[config.mk]
export PLATFORM = sky130hd
export DESIGN_NAME = cme_ctrl
export DESIGN_NICKNAME = d
export VERILOG_FILES = /design/src/rtl/central_moment_engine_assert.svh /design/src/rtl/cme_pkg.sv /design/src/rtl/cme_ctrl.sv
export SDC_FILE = /design/constraint.sdc
export NUM_CORES = 1
export LEC_CHECK = 0
export BUFFER_PORTS_ARGS = -buffer_cell sky130_fd_sc_hd__buf_4
export CAP_MARGIN = 40
export CELL_PAD_IN_SITES_DETAIL_PLACEMENT = 1
export CELL_PAD_IN_SITES_GLOBAL_PLACEMENT = 1
export CORE_AREA = 10 10 50 52
export CTS_BUF_LIST = sky130_fd_sc_hd__clkbuf_4 sky130_fd_sc_hd__clkbuf_8
export CTS_CLUSTER_SIZE = 24
export DETAILED_ROUTE_END_ITERATION = 7
export DIE_AREA = 0 0 60 62
export PLACE_DENSITY = 0.83
export SLEW_MARGIN = 10
export SYNTH_ARGS = -nofsm -noshare
export SYNTH_HDL_FRONTEND = slang
export SYNTH_SLANG_ARGS = --single-unit
[constraint.sdc]
create_clock -name clk -period 2.21 [get_ports clk]
set_input_delay 0.221 -clock clk [delete_from_list [all_inputs] [get_ports clk]]
set_output_delay 0.221 -clock clk [all_outputs]
set_load 0.02 [all_outputs]
[src/rtl/central_moment_engine_assert.svh]
// Assertion helpers for the central moment engine.
// Each macro expects a clock named clk and a reset named rst in scope.
`ifndef CENTRAL_MOMENT_ENGINE_ASSERT_SVH
`define CENTRAL_MOMENT_ENGINE_ASSERT_SVH

// Same-cycle implication.
`define CME_ASSERT_IMPLIES(label, ante, cons, msg) \
  label: assert property (@(posedge clk) disable iff (rst) (ante) |-> (cons)) \
    else $error(msg);

// Next-cycle implication.
`define CME_ASSERT_NEXT(label, ante, cons, msg) \
  label: assert property (@(posedge clk) disable iff (rst) (ante) |=> (cons)) \
    else $error(msg);

`endif

[src/rtl/cme_pkg.sv]
`timescale 1ns / 1ps

package cme_pkg;

  // Accumulator and result width.
  localparam int ACC_W = 64;

  // Register map: word index of each register (paddr[2]).
  localparam logic REG_MOMENT_ORDER = 1'b0;
  localparam logic [1:0] ORDER_RESET = 2'd2;

  typedef enum logic [3:0] {
    ST_LOAD,
    ST_MEAN_PREP,
    ST_MEAN_GO,
    ST_MEAN_WAIT,
    ST_READ,
    ST_DIFF,
    ST_SQ,
    ST_CLO,
    ST_CHI,
    ST_TERM,
    ST_ACC,
    ST_DIV_GO,
    ST_DIV_WAIT,
    ST_EMIT
  } cme_state_t;

  // Operand choice of the shared multiplier.
  typedef enum logic [1:0] {
    MUL_SQ,
    MUL_CLO,
    MUL_CHI
  } mul_sel_t;

  typedef struct packed {
    logic     load;
    logic     mag_ld;
    logic     div_start;
    logic     div_sel_mean;
    logic     mean_ld;
    logic     rd_en;
    logic     diff_ld;
    logic     mul_ld;
    mul_sel_t mul_sel;
    logic     term_ld;
    logic     acc_ld;
    logic     out_ld;
  } cmd_t;

  typedef struct packed {
    logic div_busy;
    logic idx_last;
  } sts_t;

endpackage

[src/rtl/cme_ctrl.sv]
`timescale 1ns / 1ps

module cme_ctrl
  import cme_pkg::*;
(
  input  logic clk,
  input  logic rst,
  input  logic s_tvalid,
  input  logic s_tlast,
  output logic s_tready,
  output logic m_tvalid,
  input  logic m_tready,
  input  sts_t sts,
  output cmd_t cmd
);

  cme_state_t state;
  cme_state_t state_next;
  logic       m_tvalid_next;

  always_ff @(posedge clk) begin
    if (rst) begin
      state    <= ST_LOAD;
      m_tvalid <= 1'b0;
    end else begin
      state    <= state_next;
      m_tvalid <= m_tvalid_next;
    end
  end

  assign s_tready = state == ST_LOAD;

  always_comb begin
    cmd        = '0;
    state_next = state;
    case (state)
      ST_LOAD: begin
        if (s_tvalid) begin
          cmd.load = 1'b1;
          if (s_tlast) begin
            state_next = ST_MEAN_PREP;
          end
        end
      end
      ST_MEAN_PREP: begin
        cmd.mag_ld = 1'b1;
        state_next = ST_MEAN_GO;
      end
      ST_MEAN_GO: begin
        cmd.div_start    = 1'b1;
        cmd.div_sel_mean = 1'b1;
        state_next       = ST_MEAN_WAIT;
      end
      ST_MEAN_WAIT: begin
        if (!sts.div_busy) begin
          cmd.mean_ld = 1'b1;
          state_next  = ST_READ;
        end
      end
      ST_READ: begin
        cmd.rd_en  = 1'b1;
        state_next = ST_DIFF;
      end
      ST_DIFF: begin
        cmd.diff_ld = 1'b1;
        state_next  = ST_SQ;
      end
      ST_SQ: begin
        cmd.mul_ld  = 1'b1;
        cmd.mul_sel = MUL_SQ;
        state_next  = ST_CLO;
      end
      ST_CLO: begin
        cmd.mul_ld  = 1'b1;
        cmd.mul_sel = MUL_CLO;
        state_next  = ST_CHI;
      end
      ST_CHI: begin
        cmd.mul_ld  = 1'b1;
        cmd.mul_sel = MUL_CHI;
        state_next  = ST_TERM;
      end
      ST_TERM: begin
        cmd.term_ld = 1'b1;
        state_next  = ST_ACC;
      end
      ST_ACC: begin
        cmd.acc_ld = 1'b1;
        state_next = sts.idx_last ? ST_DIV_GO : ST_READ;
      end
      ST_DIV_GO: begin
        cmd.div_start = 1'b1;
        state_next    = ST_DIV_WAIT;
      end
      ST_DIV_WAIT: begin
        if (!sts.div_busy) begin
          state_next = ST_EMIT;
        end
      end
      ST_EMIT: begin
        if (!m_tvalid || m_tready) begin
          cmd.out_ld = 1'b1;
          state_next = ST_LOAD;
        end
      end
      default: begin
        state_next = ST_LOAD;
      end
    endcase
  end

  always_comb begin
    if (cmd.out_ld) begin
      m_tvalid_next = 1'b1;
    end else if (m_tready) begin
      m_tvalid_next = 1'b0;
    end else begin
      m_tvalid_next = m_tvalid;
    end
  end

endmodule

**Yosys cells after proc, flatten, opt, wreduce, memory -nomap -nowiden**

Cells that the tools add are included.

- Register bits after elaboration: 5
- Bits of input ports: 7
- Output and inout bits: 15
- Word-level logic and storage cells: 49

- Eq/ne operators: 18
- Multiplexer cells: 23
- Reduce and logical (&&, ||, !) cells: 6

Operator list:

| kind | number |
|---|---|
| $pmux 4 s14 | 1 |
| $eq 4x4->1 const B | 6 |
| $mux 4 | 6 |
| $eq 4x3->1 const B | 4 |
| $mux 1 | 15 |
| $ne 2x2->1 const B | 5 |
| $pmux 3 s3 | 1 |
| $eq 4x2->1 const B | 2 |
| $reduce_and 5->1 | 1 |
| $eq 4x1->1 const B | 1 |
| $logic_not 4->1 | 1 |
| $reduce_bool 2->1 | 1 |
| $reduce_or 2->1 | 1 |
| $logic_not 1->1 | 1 |
| $logic_or 1x1->1 | 1 |

**Depth between registers and ports, before layout**

Gate-level depths: netlist of run 1.

- Word-level depth: 5
- Gate-level depth with buffers: 5
- Depth with buffers taken out: 4

**Least setup slack after synthesis of run 1**

Ideal clock, no wire load.

- Path type: register to output
- Start point: register state[1]
- End point: output port cmd[5] (netlist bit)
- Arrival time: 1.477 ns
- Required time: 1.989 ns
- Slack: 0.512 ns
- Cell stages (with the launch flop): 5
- Buffers on the path: 1
- Cell sequence: dfxtp_1 buf_6 nand2b_1 nor3_1 o21bai_1

RTL lines:

| item | line | text |
|---|---|---|
| start: declaration | cme_ctrl.sv:17 | `cme_state_t state;` |
| start signal: assignment | cme_ctrl.sv:26 | `state <= state_next;` |
| end: declaration | cme_ctrl.sv:14 | `output cmd_t cmd` |

==> results of run 1 <==
## state kept, by name (all words and copies together) (netlist names)
register / count
state: 4
m_tvalid: 1
## logic make-up after synthesis
family	count (synthesis)
AOI/OAI and AO/OA	13
muxes	3
xor gates and xnor gates	1
buffers and inverters	8
DFF	5
and+or+nand+nor	40
## worst reg2reg max path, stage by stage (launching register included)
cell	delay [ns]
dfxtp_1	0.66
nor4bb_1	0.28
o21ai_1	0.12
nand3_2	0.13
mux2i_1	0.20
## power groups by stage
| stage | Combinational (mW) | Sequential [mW] | Clock (mW) |
|---|---|---|---|
| 2_1_floorplan | 0.351 | 0.128 | 0 |
| 4_1_cts | 0.416 | 0.179 | 0.124 |
| 3_3_place_gp | 0.405 | 0.176 | 0 |
| 3_5_place_dp | 0.412 | 0.180 | 0 |
| 5_1_grt | 0.449 | 0.187 | 0.132 |
| 6_report | 0.409 | 0.178 | 0.118 |
## Yosys cell counts, drive strengths merged
cell type  number
a211o           1
a21oi           3
a311o           1
and2            2
and2b           2
and4bb          1
buf             6
dfxtp           5
inv             2
mux2i           3
nand2           9
nand2b          4
nand3           1
nand4           1
nor2            8
nor2b           2
nor3            7
nor4            2
nor4bb          1
o21a            1
o21ai           4
o21ba           1
o21bai          1
o221ai          1
xnor2           1
## area by class of cell
class / count / area (µm²)
repair buffers: 22 / 165
multi-input cells: 57 / 355
inverters: 2 / 7.51
flip-flops and latches: 5 / 100
clock buffers: 4 / 30.0
fillers: 221 / 935
well taps: 17 / 21.3
## metal layers
layer,part of all wire [%],up-vias
li1,-,285
met1,42,261
met2,51,14
met3,7.2,0
met4,0,0
met5,0,-
## cell usage in the layout, fill, tap and decap left out
master | synthesis | final
a211o_1 | 1 | 1
and4bb_1 | 1 | 1
nor2_1 | 7 | 7
xnor2_1 | 1 | 1
nor3_1 | 7 | 7
clkbuf_4 | 0 | 4
nor4_2 | 1 | 1
nand4_1 | 1 | 1
dfxtp_1 | 5 | 5
nand2_1 | 9 | 9
o21ai_1 | 3 | 3
o21a_1 | 1 | 1
buf_4 | 2 | 22
inv_1 | 2 | 2
a21oi_1 | 3 | 3
nand2b_1 | 4 | 4
nor4_1 | 1 | 1
o21ai_0 | 1 | 1
o221ai_1 | 1 | 1
o21bai_1 | 1 | 1
nand3_2 | 1 | 1
nor4bb_1 | 1 | 1
a311o_1 | 1 | 1
o21ba_1 | 1 | 1
and2_1 | 2 | 2
nor2_4 | 1 | 1
mux2i_1 | 3 | 3
and2b_1 | 2 | 2
nor2b_1 | 2 | 2
## stage by stage
stage / worst slack [ns] / area [µm²] / total power [mW] / hold slack (ns)
after global routing: 0.135 / 679 / 0.767 / 0.175
after global placement: 0.692 / 649 / 0.581 / 0.432
after floorplan: 0.512 / 510 / 0.479 / 0.290
after CTS: 0.318 / 679 / 0.719 / 0.172
after detailed placement: 0.579 / 649 / 0.593 / 0.431
final: 0.353 / 679 / 0.705 / 0.184
## worst max path at each step
stage,to,slack (ns)
global placement,cmd[5],0.69
floorplan,cmd[5],0.51
finish,cmd[5],0.35
global route,cmd[5],0.14
detailed placement,cmd[5],0.58
CTS,cmd[5],0.32
==> flow_summary_export.csv, run 1 <==
group,metric,value,unit
worst_setup_path,critPathMaxStageDelay,0.67,ns
die,dieHeight,62,µm
min_path,hold_start,"rst",
power_and_ir_drop,power_frac_seq,25.3,%
flow_run,max_cap_violations,0,
power_and_ir_drop,pwr_density_cell,1040,mW/mm²
logic_synthesis,synth_top_family_by_area,"simple AND/OR/NAND/NOR gates",
drt,via_per_inst,5.23,
min_path,hold_end,"state[1]",
grt,use_met3,3.86,%
clocking,clk_pin_slew,0.04,ns
power_and_ir_drop,swShare,46.2,%
timing,maxSlewHeadroom,61.8,%
logic_synthesis,synth_compound_area_share,17.2,%
drt,ant_nets,0,
worst_setup_path,r2r-start,"state[1]",
worst_setup_path,crit_start,"state[3]",
grt,grt_max_degree,18,
worst_setup_path,cp.arrival,1.64,ns
logic_synthesis,synthXorXnorAreaFrac,1.72,%
power_and_ir_drop,irDropWorstVdd,0.415,mV
grt,grtUsageTotal,8.97,%
clocking,ctsResizeCount,0,
timing,setup_viol,0,
worst_setup_path,cp.required,1.99,ns
grt,grt_pass1_vias,551,
clocking,clock_tree.root_cell,"clkbuf_4",
grt,grt.busiest_layer,"met2",
power_and_ir_drop,clkPwrFrac,16.7,%
worst_setup_path,end_kind,"output pin",
logic_synthesis,syn_inst,70,
grt,met1_usage,10.2,%
clocking,clock_path_buffers,2,
logic_synthesis,yosysUniqueCellTypes,30,
worst_setup_path,crit_family,"flip-flops",
die,core-area,0.00161,mm²
logic_synthesis,synth-seq-area-share,19.6,%
worst_setup_path,critPathBufInv,1,
die,num_io_pins,22,
layout,area_growth,33.1,%
timing,worst_pin_slew,0.572,ns
drt,drc,0,
logic_synthesis,yosys_warnings,0,
worst_setup_path,critPathLaunchType,"flop",
power_and_ir_drop,combinationalPowerShare,58.0,%
logic_synthesis,synthAdderAreaFrac,0,%
timing,report.final.hold_viol_count,0,
worst_setup_path,crit_cells,4,
worst_setup_path,crit_chain,"nand2b_1 -> nor3_1 -> o21bai_1 -> buf_4",
logic_synthesis,syn_area,510,µm²
drt,wire_per_inst,14.8,µm
worst_setup_path,r2r_cells,4,
min_path,min_delay_path_depth,2,
worst_setup_path,cp_slowest_cell,"dfxtp_1",
logic_synthesis,synthSimpleGateAreaFrac,44.9,%
timing,fin_setup_tns,0,ns
layout,nets,98,
logic_synthesis,ys_ff_latch,5,
power_and_ir_drop,intPower,379,µW
clocking,cts_hold_buf,0,
worst_setup_path,worstSetupPathType,"reg -> out",
layout,drive_above_1_share,32.2,%
grt,grtUsageMet2,14.7,%
layout,stdcell_count,107,
placement,dpl.cell_count,103,
run_status,status,"completed",
power_and_ir_drop,leakage,0.301,nW
clocking,post_cts_buffers,0,
logic_synthesis,postSynthAreaPerCell,7.29,µm²
logic_synthesis,yosysTopAreaCell,"dfxtp_1",
die,row_count,15,
die,fp.dieW,60,µm
logic_synthesis,netlist.area_leader.share,19.6,%
timing,finalMaxSlewViolations,0,
placement,gp_congestion,0.802,
min_path,hold_class,"in -> reg",
clocking,cts_sinks,5,
layout,final_core_util,42.1,%
grt,grt_pass1_wl,2.62,mm
timing,finalClockSkew,0.00172,ns
power_and_ir_drop,switchingPower,326,µW
worst_setup_path,setup.reg_to_reg.worst_slack,0.73,ns
placement,dpl.hpwl,1.18,mm
clocking,cts-buffers-inserted,3,
layout,diodes,0,
drt,drt_wl_total,1.58,mm
grt,grt.overflow.total,0,
die,design.die.area,0.00372,mm²
timing,max_clock_freq,539,MHz
placement,io_buffers,21,
worst_setup_path,path_max_fanout,17,
logic_synthesis,synth_nets,77,
die,initial_core_util,31.6,%
clocking,cts_tree,"built",
worst_setup_path,r2r_end,"state[0]",
grt,antenna_found_initial,0,
clocking,clk_latency,0.24,ns
clocking,htree_levels,1,
timing,rsz0062_at_grt,"false",
logic_synthesis,synth.area.mux_share,5.88,%
logic_synthesis,synth_area_leaders,"dfxtp_1 20%, nor3_1 6.9%, nand2_1 6.6%",
drt,dr.pass1.iters,3,
timing,period_minus_slack,1.86,ns
drt,initialDrtViolationCount,10,
drt,via_count,560,
timing,finalCritPeriodShare,84.0,%
(Power assumes the default switching activity.)
==> inputs of run 2 (changes only) <==
Settings changed: CORE_AREA 10 10 50 52 to 10 10 53 55, DIE_AREA 0 0 60 62 to 0 0 63 65, PLACE_DENSITY 0.83 to 0.76.
Clock period 2.21 ns to 1.56 ns, I/O delays scaled along.
==> flow_summary_export.csv, run 2 (synthesized netlist as in run 1, its figures left out) <==
group,metric,value,unit
drt,via_per_inst,4.74,
grt,grtUsageTotal,7.44,%
timing,fin_setup_tns,0,ns
worst_setup_path,worstSetupPathType,"reg -> out",
run_status,status,"completed",
drt,via_count,569,
clocking,cts_sinks,5,
timing,finalClockSkew,0.000614,ns
power_and_ir_drop,swShare,45.1,%
timing,maxSlewHeadroom,82.6,%
die,fp.dieW,63,µm
layout,multi_input_area,369,µm²
layout,final_core_util,39.8,%
clocking,post_cts_buffers,0,
grt,grt_max_degree,16,
die,initial_core_util,27.4,%
drt,wire_per_inst,13.3,µm
worst_setup_path,r2r_cells,4,
layout,regMostFlops,"state",
grt,antenna_found_initial,0,
min_path,hold_class,"in -> reg",
flow_run,max_cap_violations,0,
clocking,clock_tree.root_cell,"clkbuf_4",
drt,ant_nets,0,
timing,finalMaxSlewViolations,0,
clocking,clk_latency,0.24,ns
worst_setup_path,end_kind,"output pin",
timing,setup_viol,0,
die,dieHeight,65,µm
worst_setup_path,cp.arrival,1.30,ns
worst_setup_path,crit_start,"state[1]",
drt,initialDrtViolationCount,18,
layout,fillers,252,
layout,drive_above_1_share,39.8,%
power_and_ir_drop,intPower,581,µW
layout,diodes,0,
power_and_ir_drop,clkPwrFrac,15.5,%
placement,dpl.hpwl,1.25,mm
layout,reg.largest.list,"state (4), m_tvalid (1)",
clocking,cts-buffers-inserted,3,
power_and_ir_drop,irDropWorstVdd,0.639,mV
layout,ff_latch_area,113,µm²
grt,grt_pass1_wl,2.64,mm
timing,max_clock_freq,685,MHz
grt,grt.overflow.total,0,
layout,largest_reg_flops,4,
clocking,clk_pin_slew,0.04,ns
timing,worst_pin_slew,0.258,ns
worst_setup_path,path_max_fanout,15,
worst_setup_path,r2r-start,"state[0]",
timing,report.final.hold_viol_count,0,
timing,period_minus_slack,1.46,ns
layout,area_growth,45.1,%
clocking,htree_levels,1,
power_and_ir_drop,power_frac_seq,24.3,%
die,design.die.area,0.00410,mm²
placement,io_buffers,21,
drt,dr.pass1.iters,4,
min_path,hold_start,"rst",
die,row_count,16,
clocking,clock_path_buffers,2,
power_and_ir_drop,leakage,0.327,nW
layout,final_cell_mix,"25 x buf_4, 9 x nand2_1, 7 x nor2_1",
power_and_ir_drop,switchingPower,477,µW
grt,grt_pass1_vias,586,
min_path,min_delay_path_depth,2,
layout,nets,101,
worst_setup_path,cp.required,1.40,ns
power_and_ir_drop,pwr_density_cell,1430,mW/mm²
clocking,cts_tree,"built",
die,core-area,0.00186,mm²
timing,rsz0062_at_grt,"true",
timing,finalCritPeriodShare,93.6,%
drt,drt_wl_total,1.59,mm
drt,drc,0,
worst_setup_path,critPathLaunchType,"flop",
die,num_io_pins,22,
power_and_ir_drop,combinationalPowerShare,60.2,%
placement,gp_congestion,0.749,
layout,final_common_cell,"buf_4",
==> run 2: per-layer routing <==
layer / routed length [µm] / GRT usage, % / vias to the layer above
li1: - / - / 291
met2: 776 / 13.3 / 12
met4: 9 / 1.68 / 0
met1: 728 / 8.44 / 264
met3: 77 / 2.23 / 2
met5: 0 / 0 / -
==> run 2: area by class of cell <==
cell class | count | share of cell area (%)
Sequential cell | 5 | 15.2
Clock buffer | 4 | 4.05
Inverter | 2 | 1.01
Timing Repair Buffer | 25 | 25.3
Tap cell | 27 | 4.56
Multi-Input combinational cell | 57 | 49.8
==> run 2: repair_timing <==
action | in CTS | in global routing
setup endpoints to repair | 8 | 4
hold buffers | 0 | 0
gates resized for setup | 3 | 5
==> run 2: path summary, 6_finish.rpt <==
check	to	slack, ns
hold reg to reg	state[3]	0.58
hold / removal	state[1]	0.10
setup / recovery	cmd[5]	0.1
setup reg to reg	state[0]	0.30
==> run 2: power groups by stage <==
stage / sequential, mW / clock, mW / combinational, mW
floorplan: 0.181 / 0 / 0.501
global placement: 0.229 / 0 / 0.628
detailed placement: 0.237 / 0 / 0.632
CTS: 0.240 / 0.170 / 0.637
global route: 0.269 / 0.174 / 0.695
finish: 0.257 / 0.164 / 0.637
==> run 2: stage by stage <==
stage / setup WS [ns] / cell area, µm² / cells / power [mW] / hold WS (ns)
2_1_floorplan: 0.106 / 515 / 70 / 0.682 / 0.225
4_1_cts: 0.0352 / 723 / 120 / 1.05 / 0.106
5_1_grt: -0.00349 / 741 / 120 / 1.14 / 0.119
3_3_place_gp: 0.180 / 689 / 116 / 0.856 / 0.371
3_5_place_dp: 0.132 / 689 / 116 / 0.870 / 0.364
6_report: 0.0993 / 741 / 120 / 1.06 / 0.104
==> run 2: critical path: stages (launching register included) <==
cell and delay [ns]:
dfxtp_4 0.40, nand2b_1 0.23, nor3_2 0.15, o21bai_1 0.13, buf_4 0.16
